File: src/rtl/pqa_pkg.sv
// ----------------------------------------------------------------------------
// pqa_pkg
// Shared types and constants of the priority queue with aging: transfer
// payloads, stored entry layout, status and action codes, aging rule.
// ----------------------------------------------------------------------------
package pqa_pkg;

  localparam int unsigned DepthDefault = 16;
  localparam int unsigned ThrWidth     = 4;
  localparam int unsigned AgeWidth     = 4;

  localparam logic ActInsert = 1'b0;
  localparam logic ActRemove = 1'b1;

  localparam logic [1:0] StatusInserted    = 2'd0;
  localparam logic [1:0] StatusRemoved     = 2'd1;
  localparam logic [1:0] StatusRemoveEmpty = 2'd2;
  localparam logic [1:0] StatusInsertFull  = 2'd3;

  localparam logic [ThrWidth-1:0] ThrReset = ThrWidth'(1);

  typedef struct packed {
    logic       action;
    logic [7:0] req_id;
    logic [7:0] req_priority;
  } in_t;

  typedef struct packed {
    logic [1:0] status;
    logic [7:0] out_id;
    logic [7:0] out_priority;
    logic [4:0] occupancy;
  } out_t;

  typedef struct packed {
    logic [7:0]          tag;
    logic [7:0]          prio;
    logic [AgeWidth-1:0] age;
  } entry_t;

  localparam int unsigned EntryWidth = $bits(entry_t);

  // entry overtaken by an insert: promote when due, otherwise count up
  function automatic entry_t age_entry(entry_t e, logic [ThrWidth-1:0] thr);
    entry_t r;
    r = e;
    if (AgeWidth'(e.age) >= AgeWidth'(thr)) begin
      if (e.prio != 8'hFF) begin
        r.prio = e.prio + 8'd1;
      end
      r.age = '0;
    end else begin
      r.age = e.age + AgeWidth'(1);
    end
    return r;
  endfunction

endpackage

File: src/rtl/priority_queue_with_aging_top.sv
// ----------------------------------------------------------------------------
// priority_queue_with_aging_top
// Bounded ordered request queue held in a circular buffer RAM. An insert
// ripples the entries behind its slot back by one and ages them on the way.
//
//   channel  dir  handshake            payload
//   in       in   in_valid_i/in_stall_o    in_data_i   (pqa_pkg::in_t)
//   out      out  out_valid_o/out_stall_i  out_data_o  (pqa_pkg::out_t)
//   cfg      in   cfg_we_i             cfg_wdata_i (aging threshold)
//
// insert into n > 0 held entries: Scan per entry, Tail, Done; one RAM read per
// entry, writes from its slot on; remove: Pop, Done; empty or rejected: Done
// one item in flight; in_stall_o is high until its result is in the output
// register, which takes the next result only once the previous one is gone
// reset empties the queue and sets the threshold to 1; RAM is not cleared
// ----------------------------------------------------------------------------
module priority_queue_with_aging_top #(
  parameter int unsigned Depth = pqa_pkg::DepthDefault
) (
  input  logic                            clk_i,
  input  logic                            rst_ni,
  input  logic                            in_valid_i,
  output logic                            in_stall_o,
  input  pqa_pkg::in_t                    in_data_i,
  output logic                            out_valid_o,
  input  logic                            out_stall_i,
  output pqa_pkg::out_t                   out_data_o,
  input  logic                            cfg_we_i,
  input  logic [pqa_pkg::ThrWidth-1:0]    cfg_wdata_i
);

  localparam int unsigned AW = $clog2(Depth);
  localparam int unsigned CW = $clog2(Depth + 1);

  typedef enum logic [2:0] {
    StIdle,
    StScan,
    StTail,
    StPop,
    StDone
  } state_e;

  state_e                        state_q;
  pqa_pkg::in_t                  req_q;
  logic [AW-1:0]                 head_q;
  logic [AW-1:0]                 rptr_q;
  logic [AW-1:0]                 wptr_q;
  logic [CW-1:0]                 count_q;
  logic [CW-1:0]                 left_q;
  logic                          found_q;
  pqa_pkg::entry_t               carry_q;
  pqa_pkg::out_t                 res_q;
  pqa_pkg::out_t                 out_q;
  logic                          out_valid_q;
  logic [pqa_pkg::ThrWidth-1:0]  thr_q;

  logic                          ram_we;
  logic [AW-1:0]                 ram_waddr;
  logic [AW-1:0]                 ram_raddr;
  pqa_pkg::entry_t               ram_wdata;
  pqa_pkg::entry_t               ram_rdata;
  logic [pqa_pkg::EntryWidth-1:0] ram_rdata_raw;

  logic                          in_xfer;
  logic                          hit;
  logic                          out_free;
  pqa_pkg::entry_t               new_entry;
  pqa_pkg::entry_t               first_entry;

  function automatic logic [AW-1:0] ptr_inc(logic [AW-1:0] p);
    return (p == AW'(Depth - 1)) ? '0 : p + AW'(1);
  endfunction

  pqa_ram #(
    .Width (pqa_pkg::EntryWidth),
    .Depth (Depth)
  ) u_ram (
    .clk_i   (clk_i),
    .we_i    (ram_we),
    .waddr_i (ram_waddr),
    .wdata_i (ram_wdata),
    .raddr_i (ram_raddr),
    .rdata_o (ram_rdata_raw)
  );

  assign ram_rdata = pqa_pkg::entry_t'(ram_rdata_raw);

  assign in_stall_o  = (state_q != StIdle);
  assign in_xfer     = in_valid_i && (state_q == StIdle);
  assign out_free    = !out_valid_q || !out_stall_i;
  assign out_valid_o = out_valid_q;
  assign out_data_o  = out_q;

  assign new_entry   = '{tag: req_q.req_id, prio: req_q.req_priority, age: '0};
  assign first_entry = '{tag: in_data_i.req_id, prio: in_data_i.req_priority, age: '0};
  assign hit         = !found_q && (ram_rdata.prio <= req_q.req_priority);

  always_comb begin
    ram_we    = 1'b0;
    ram_waddr = wptr_q;
    ram_wdata = carry_q;
    ram_raddr = (state_q == StIdle) ? head_q : rptr_q;
    unique case (state_q)
      StIdle: begin
        if (in_xfer && in_data_i.action == pqa_pkg::ActInsert && count_q == '0) begin
          ram_we    = 1'b1;
          ram_waddr = head_q;
          ram_wdata = first_entry;
        end
      end
      StScan: begin
        if (found_q) begin
          ram_we = 1'b1;
        end else if (hit) begin
          ram_we    = 1'b1;
          ram_wdata = new_entry;
        end
      end
      StTail: begin
        ram_we    = 1'b1;
        ram_wdata = found_q ? carry_q : new_entry;
      end
      default: begin
      end
    endcase
  end

  always_ff @(posedge clk_i or negedge rst_ni) begin
    if (!rst_ni) begin
      state_q     <= StIdle;
      req_q       <= '0;
      head_q      <= '0;
      rptr_q      <= '0;
      wptr_q      <= '0;
      count_q     <= '0;
      left_q      <= '0;
      found_q     <= 1'b0;
      carry_q     <= '0;
      res_q       <= '0;
      out_q       <= '0;
      out_valid_q <= 1'b0;
      thr_q       <= pqa_pkg::ThrReset;
    end else begin
      if (cfg_we_i) begin
        thr_q <= cfg_wdata_i;
      end
      if (out_valid_q && !out_stall_i && state_q != StDone) begin
        out_valid_q <= 1'b0;
      end
      unique case (state_q)
        StIdle: begin
          if (in_xfer) begin
            req_q <= in_data_i;
            if (in_data_i.action == pqa_pkg::ActRemove) begin
              if (count_q == '0) begin
                res_q   <= '{status: pqa_pkg::StatusRemoveEmpty, out_id: '0,
                             out_priority: '0, occupancy: '0};
                state_q <= StDone;
              end else begin
                res_q   <= '0;
                state_q <= StPop;
              end
            end else if (count_q == CW'(Depth)) begin
              res_q   <= '{status: pqa_pkg::StatusInsertFull, out_id: '0,
                           out_priority: '0, occupancy: '0};
              state_q <= StDone;
            end else if (count_q == '0) begin
              count_q <= CW'(1);
              res_q   <= '{status: pqa_pkg::StatusInserted, out_id: '0,
                           out_priority: '0, occupancy: '0};
              state_q <= StDone;
            end else begin
              res_q   <= '0;
              rptr_q  <= ptr_inc(head_q);
              wptr_q  <= head_q;
              left_q  <= count_q;
              found_q <= 1'b0;
              state_q <= StScan;
            end
          end
        end
        StScan: begin
          if (found_q || hit) begin
            found_q <= 1'b1;
            carry_q <= pqa_pkg::age_entry(ram_rdata, thr_q);
          end
          rptr_q <= ptr_inc(rptr_q);
          wptr_q <= ptr_inc(wptr_q);
          left_q <= left_q - CW'(1);
          if (left_q == CW'(1)) begin
            state_q <= StTail;
          end
        end
        StTail: begin
          count_q      <= count_q + CW'(1);
          res_q.status <= pqa_pkg::StatusInserted;
          state_q      <= StDone;
        end
        StPop: begin
          res_q.status       <= pqa_pkg::StatusRemoved;
          res_q.out_id       <= ram_rdata.tag;
          res_q.out_priority <= ram_rdata.prio;
          head_q             <= ptr_inc(head_q);
          count_q            <= count_q - CW'(1);
          state_q            <= StDone;
        end
        StDone: begin
          if (out_free) begin
            out_q.status       <= res_q.status;
            out_q.out_id       <= res_q.out_id;
            out_q.out_priority <= res_q.out_priority;
            out_q.occupancy    <= 5'(count_q);
            out_valid_q        <= 1'b1;
            state_q            <= StIdle;
          end
        end
        default: begin
          state_q <= StIdle;
        end
      endcase
    end
  end

endmodule

File: src/rtl/pqa_ram.sv
// ----------------------------------------------------------------------------
// pqa_ram
// Generic simple dual-port RAM: one write port, one read port and registered
// read data.
// ----------------------------------------------------------------------------
module pqa_ram #(
  parameter int unsigned Width = 8,
  parameter int unsigned Depth = 16
) (
  input  logic                     clk_i,
  input  logic                     we_i,
  input  logic [$clog2(Depth)-1:0] waddr_i,
  input  logic [Width-1:0]         wdata_i,
  input  logic [$clog2(Depth)-1:0] raddr_i,
  output logic [Width-1:0]         rdata_o
);

  logic [Width-1:0] mem_q [Depth];
  logic [Width-1:0] rdata_q;

  always_ff @(posedge clk_i) begin
    if (we_i) begin
      mem_q[waddr_i] <= wdata_i;
    end
    rdata_q <= mem_q[raddr_i];
  end

  assign rdata_o = rdata_q;

endmodule

File: config.mk
export PLATFORM = sky130hd
export DESIGN_NAME = priority_queue_with_aging_top
export DESIGN_NICKNAME = d
export VERILOG_FILES = /design/src/rtl/pqa_pkg.sv /design/src/rtl/priority_queue_with_aging_top.sv /design/src/rtl/pqa_ram.sv
export SDC_FILE = /design/constraint.sdc
export NUM_CORES = 1
export LEC_CHECK = 0
export BUFFER_PORTS_ARGS = -buffer_cell sky130_fd_sc_hd__buf_2
export CORE_MARGIN = 2
export CORE_UTILIZATION = 41
export DETAILED_ROUTE_END_ITERATION = 16
export SETUP_SLACK_MARGIN = 0.02
export SLEW_MARGIN = 20
export SYNTH_ARGS = -nofsm -noshare
export SYNTH_HDL_FRONTEND = slang
export SYNTH_SLANG_ARGS = --single-unit
File: constraint.sdc
create_clock -name clk_i -period 9.32 [get_ports clk_i]
set_clock_uncertainty 0.1 [all_clocks]
set_input_delay 2.33 -clock clk_i [delete_from_list [all_inputs] [get_ports clk_i]]
set_output_delay 2.33 -clock clk_i [all_outputs]
set_load 0.05 [all_outputs]
# After elaboration in Yosys (flattened, before gate mapping)
# Memory sizes are Yosys's and may differ from the RTL's. A register that Yosys moved wholly into a read port is not among the register bits.
# Cells that the tools add are included.
[word_totals]
ff_bits = 113
mem_bits_rw = 320
out_inout_bits = 25
input_bits = 26
rom_bits = 0
latch_bits = 0
mem_count = 1
[op_classes]
addsub = 8
reduce_logical = 27
div = 0
shifts = 0
eq_ne = 19
n_mul = 0
magnitude_cmp = 2
bitwise_logic = 1
muxes = 63
[memory_table]
columns = ["memory", "depth", "word_bits", "rd", "rd_ports_with_merged_regs", "wr", "line_no", "text"]
rows = [
  ["u_ram.mem_q", 16, 20, 1, 1, 1, "pqa_ram.sv:18", "logic [Width-1:0] mem_q [Depth];"],
]
[op_table]
columns = ["operator", "count"]
rows = [
  ["$mux 23", 4],
  ["$mux 20", 4],
  ["$mux 4", 15],
  ["$pmux 20 s3", 1],
  ["$mux 5", 8],
  ["$pmux 16 s2", 1],
  ["$mux 3", 7],
  ["$add 4x1->4 const B", 4],
  ["$mux 8", 2],
  ["$pmux 4 s2", 2],
  ["$pmux 5 s3", 1],
  ["$ne 2x2->1 const B", 7],
  ["$mux 1", 13],
  ["$eq 4x4->1 const B", 3],
  ["$pmux 3 s4", 1],
  ["$pmux 5 s2", 1],
  ["$reduce_and 2->1", 5],
  ["$reduce_and 5->1", 2],
  ["$sub 5x1->5 const B", 2],
  ["$add 8x1->8 const B", 1],
  ["$le 8x8->1", 1],
  ["$ne 8x8->1 const B", 1],
  ["$eq 3x2->1 const B", 2],
  ["$logic_and 1x1->1", 6],
  ["21 further kinds", 26],
]

# Logic depth before layout (Yosys ltp)
[depth]
word_depth = 8
mapped_depth = 11

# By module
# From an unflattened synthesis, not the netlist that was laid out.
[hier_totals]
cells_unflattened = 1109
area_unflattened_um2 = 18276.3
[by_module_without_submodules]
columns = ["module", "area_each_um2", "cells_per_inst", "seq_area_each_um2", "n_inst"]
rows = [
  ["pqa_ram", 12530.8, 533, 10009.6, 1],
  ["priority_queue_with_aging_top", 5745.5, 576, 2703.8, 1],
]

# Worst setup path before layout
# OpenSTA, ideal clock, no wires.
[synth_path]
path_kind = "input port to flip-flop"
from = "in in_valid_i"
to = "mem u_ram.mem_q[12][0] in the netlist's numbering, enable pin"
path_stages = 7
slack_ns = 4.380
t_arrival_ns = 4.444
cell_sequence = "or4b_1 nor4_4 buf_6 nand3_1 o21ai_2 nand2_1 nor2_1"
[synth_between]
elab_chain_len = 7
elab_cells_between_ends = 9
cone_classes = "6 x mux; 3 x reduce/logical"
[synth_rtl]
columns = ["item", "line_no", "text"]
rows = [
  ["start: declaration", "priority_queue_with_aging_top.sv:22", "input logic in_valid_i,"],
  ["$logic_and 1x1->1 *", "priority_queue_with_aging_top.sv:89", "assign in_xfer = in_valid_i && (state_q == StIdle);"],
  ["$logic_and 1x1->1 * (2 in a row)", "priority_queue_with_aging_top.sv:105", "if (in_xfer && in_data_i.action == pqa_pkg::ActInsert && count_q == '0) begin"],
  ["$mux 1", "priority_queue_with_aging_top.sv:105", ""],
  ["$pmux 1 s3", "priority_queue_with_aging_top.sv:103", "unique case (state_q)"],
  ["$mux 1", "pqa_ram.sv:22", "if (we_i) begin"],
  ["$mux 1 (not written as such)", "pqa_ram.sv:23", "mem_q[waddr_i] <= wdata_i;"],
  ["end: declaration", "pqa_ram.sv:18", ""],
]
# Every way passes the cells marked *; elsewhere a longest branch is shown, timed or not.

# Final worst setup path
[layout_path]
from = "reg state_q[2]"
to = "out in_stall_o"
[layout_between]
elab_chain_len = 1
[layout_rtl]
columns = ["item", "line_no", "text"]
rows = [
  ["start: declaration", "priority_queue_with_aging_top.sv:43", "state_e state_q;"],
  ["start signal: assignment", "priority_queue_with_aging_top.sv:130", "state_q <= StIdle;"],
  ["start signal: assignment", "priority_queue_with_aging_top.sv:158", "state_q <= StDone;"],
  ["start signal: assignment", "priority_queue_with_aging_top.sv:161", "state_q <= StPop;"],
  ["$reduce_bool 3->1", "priority_queue_with_aging_top.sv:88", "assign in_stall_o = (state_q != StIdle);"],
  ["end: declaration", "priority_queue_with_aging_top.sv:23", "output logic in_stall_o,"],
]
# Every way passes these cells.

==> results.md <==
- Entering global routing, the biggest net connects 85 pins.
- The die height is 220 µm.
- The met1 layer usage reported by global route is 26.0%.
- Registers take 12700 µm².
- Sorting the synthesized cells by how often they occur yields edfxtp_1 (320), nand2_1 (280), dfrtp_1 (107), a211oi_1 (89), a31oi_1 (86).
- At the end of routability-driven placement, the weighted congestion stood at 0.860.
- The capture endpoint of the worst hold path is res_q[20].
- The number of nets handed over by synthesis was about 1.6k.
- Timing would allow up to 216 MHz.
- Across all register-to-register paths, the minimum setup slack is 4.99 ns.
- The post-detailed-route wirelength per cell is between 20 and 25 µm.
- The number of post-CTS setup repair buffers is 0.
- Summing every instance area after synthesis gives 19100 µm².
- By area the synthesized netlist is led by edfxtp_1 (50%), dfrtp_1 (14%), nand2_1 (5.5%).
- Port buffering added 50 buffers.
- The flow ran to the end, and the final reports show no timing, DRC or antenna violations.
- Setup repair after global routing left no endpoint under its margin.
- After routing, the total negative slack on setup checks comes to 0 ns.
- The worst setup path is launched from a register.
- The post-route clock period utilization is just under 50%.
- The logic depth of the worst register-to-register path is 8.
- Data arrives at the worst endpoint at 2.19 ns.
- The count of endpoints failing setup in the final report is 0.
- Along the worst hold path, the cell count comes to 1.
- The maximum fanout encountered on the critical timing path is 23.
- Yosys instantiated no cell more often than edfxtp_1.
- The routed design has 46.4 mm of wire.
- Clock-pin slew was measured on the worst setup and hold paths at 0.06 ns.
- The maximum buffer depth of the clock tree is 3.
- For this design, the CTS-stage hold fixing added 0 buffers.
- The full die area is 48400 µm².
- After synthesis, the mean cell area works out to 12.6 µm².
- The total via count in the routed design is 12.3k.
- Counting the fill cells in the layout gives 4040.
- The path class of the tightest hold or removal check is register to register.
- The first global-routing pass estimated 71.5 mm of wire.
- Measured along the x axis, the die boundary spans 220 µm.
- The synthesized design spends more area on one cell type than any other, namely edfxtp_1.
- The critical path in this run is classified as register to output port.
- In this run the most critical hold path is launched from u_ram.rdata_o[19].
- The via count of the first global-routing pass was 12.1k.
- The number of clock buffers inserted by TritonCTS is 47.
- Yosys mapped the design onto 65 distinct sky130hd cell types.
- The insertion delay to the later sink of the worst-skew pair is 0.58 ns.
- Yosys printed 0 warnings.
- In this run the remaining antenna-violating nets after routing total 0.
- The number of antenna diodes in the final layout is 0.
- The worst-margin pin slew is 1.11 ns.
- met2 is the most crowded layer.
- After detailed routing, the number of vias per cell comes to 5.61.
- The global-route met2 utilization is 32.5%.
- Among all stages on the critical path, the largest delay is contributed by dfrtp_1.
- The first detailed-routing pass ran for 7 iterations.
- The number of H-tree branching levels is 2.
- In the synthesized netlist, the number of instances is 1514.
- Across the run, the number of max-cap violations was 0.
- The net count of the finished layout is 1594.
- The synthesis-to-layout area growth is 12.7%.
- The standard cell core area is 46300 µm².
- In this run the core area contains 79 standard-cell rows.
- The HPWL after detailed placement is roughly 27 mm.
- TritonCTS built the clock tree.
- The startpoint identified for the worst register-to-register timing path is state_q[2].
- The endpoint type of the worst setup path is an output port.
- The share of cells above drive strength 1 is 16.4%.
- The clock tree root buffer cell is clkbuf_16.
- Once the floorplan was initialized, standard cells occupied 41.4% of the core.
- The global-route usage over all layers is 19.5%.
- The top flip-flop cell by instance count after synthesis is edfxtp_1.
- The area of combinational cells with multiple inputs is 5870 µm².
- For this run, design rule violations remaining after detail routing come to 0.
- The number of pins with negative max-slew slack in the final report was 0.
- The signal on the critical path passes through nor3_4 -> inv_2 -> buf_2.
- The tightest slew margin relative to the limit is between 20% and 30%.
- The share of the Yosys chip area taken by registers is about two thirds.
- After clock tree synthesis, the repair step resized 0 gates.
- The count of endpoints failing hold in the final timing report came to 0.
- The initial detailed-routing violation count is 990.
- Global routing consumed, on the met3 layer, 3.27% of the routing resources.
- For this run, asynchronously set or reset flops after synthesis account for 24.1%.
- The routed design could run at a clock period as short as 4.62 ns.
- The synthesized flop and latch total is 448.
- The clock net in this run drives a total of 448 sinks.
- For this run the aggregate overflow at the end of global routing stands at 0.
- The number of enable flip-flop cells after synthesis is 320.
- In this design, the stage delay of the slowest critical-path cell is 0.71 ns.
- just over 50 I/O pins were placed.
- The number of antenna violations at the first check in global routing is 2.
- In this run the critical register-to-register path is captured at u_ram.rdata_o[5].
- The synthesized design devotes to its leading area cell type approximately 50% of total area.
- The worst endpoint required time is 6.89 ns.
logic make-up (layout without fill, tap and decap cells):
| logic type | Yosys count | in the layout | share of synthesized area, % |
|---|---|---|---|
| adders and majority gates | 23 | 23 | 1.54 |
| buffers and inverters | 127 | 196 | 3.32 |
| muxes | 53 | 53 | 3.11 |
| DFF | 448 | 448 | 66.5 |
| xor gates and xnor gates | 14 | 14 | 0.641 |
| and+or+nand+nor | 488 | 488 | 11.8 |
| AOI/OAI and AO/OA | 361 | 361 | 13.1 |
placed cells by master (no fill, tap or decap), types with 22 or more instances in the layout:
master	count
clkbuf_16	48
mux2_2	48
a22oi_1	47
a31oi_1	86
nor2_1	37
o21ai_0	50
ha_1	22
and3_1	81
dfrtp_1	107
nor2_2	22
a21oi_1	28
edfxtp_1	320
buf_4	38
nand2_1	280
buf_2	49
a211oi_1	89
final cells by class:
class	count	area share [%]
clock buffers	66	6.32
repair buffers	88	2.55
flip-flops and latches	448	59.0
well taps	607	3.52
clock inverters	21	1.04
inverters	21	0.366
multi-input cells	939	27.2
state kept, by name, summed over array words and instances (netlist names):
| register | count |
|---|---|
| res_q | 18 |
| count_q | 5 |
| state_q | 3 |
| carry_q | 20 |
| left_q | 5 |
| head_q | 4 |
| u_ram.mem_q | 320 |
| new_entry | 16 |
| found_q | 1 |
| wptr_q | 4 |
| rptr_q | 4 |
| u_ram.rdata_o | 20 |
| out_data_o | 23 |
| out_valid_o | 1 |
| thr_q | 4 |
worst max-delay path: cells and delay by family, from the launching register on:
family	cells	cell delay [ns]
buffers and inverters	2	0.44
DFF	1	0.71
and+or+nand+nor	1	0.47
worst max-delay path by stage:
stage	cells after the start	to	slack (ns)	startpoint
global placement	9	u_ram.mem_q[3][17]	4.22	in_valid_i
global route	7	u_ram.mem_q[13][4]	4.41	in_valid_i
floorplan	7	u_ram.mem_q[12][0]	4.38	in_valid_i
CTS	3	in_stall_o	4.69	state_q[2]
detailed placement	9	u_ram.mem_q[3][13]	4.19	in_valid_i
finish	3	in_stall_o	4.70	state_q[2]
routing by layer:
| layer | vias to the layer above | part of all wire, % |
|---|---|---|
| met4 | 0 | 2.7 |
| met3 | 83 | 5.7 |
| met5 | - | 0 |
| met2 | 345 | 48 |
| met1 | 6119 | 44 |
| li1 | 5749 | - |
through the flow:
stage,instances,worst slack [ns],util [%],hold WS [ns],cell area [µm²]
floorplan,1514,4.38,-,0.347,19100
global placement,2103,4.22,43.2,0.365,20000
detailed placement,2103,4.19,43.2,0.368,20000
CTS,2190,4.69,46.6,0.386,21600
global route,2190,4.41,46.6,0.409,21600
finish,2190,4.70,46.6,0.386,21600
Power is not shown: default switching activity piles up to over one toggle a cycle in this logic, so the estimate is an artifact.
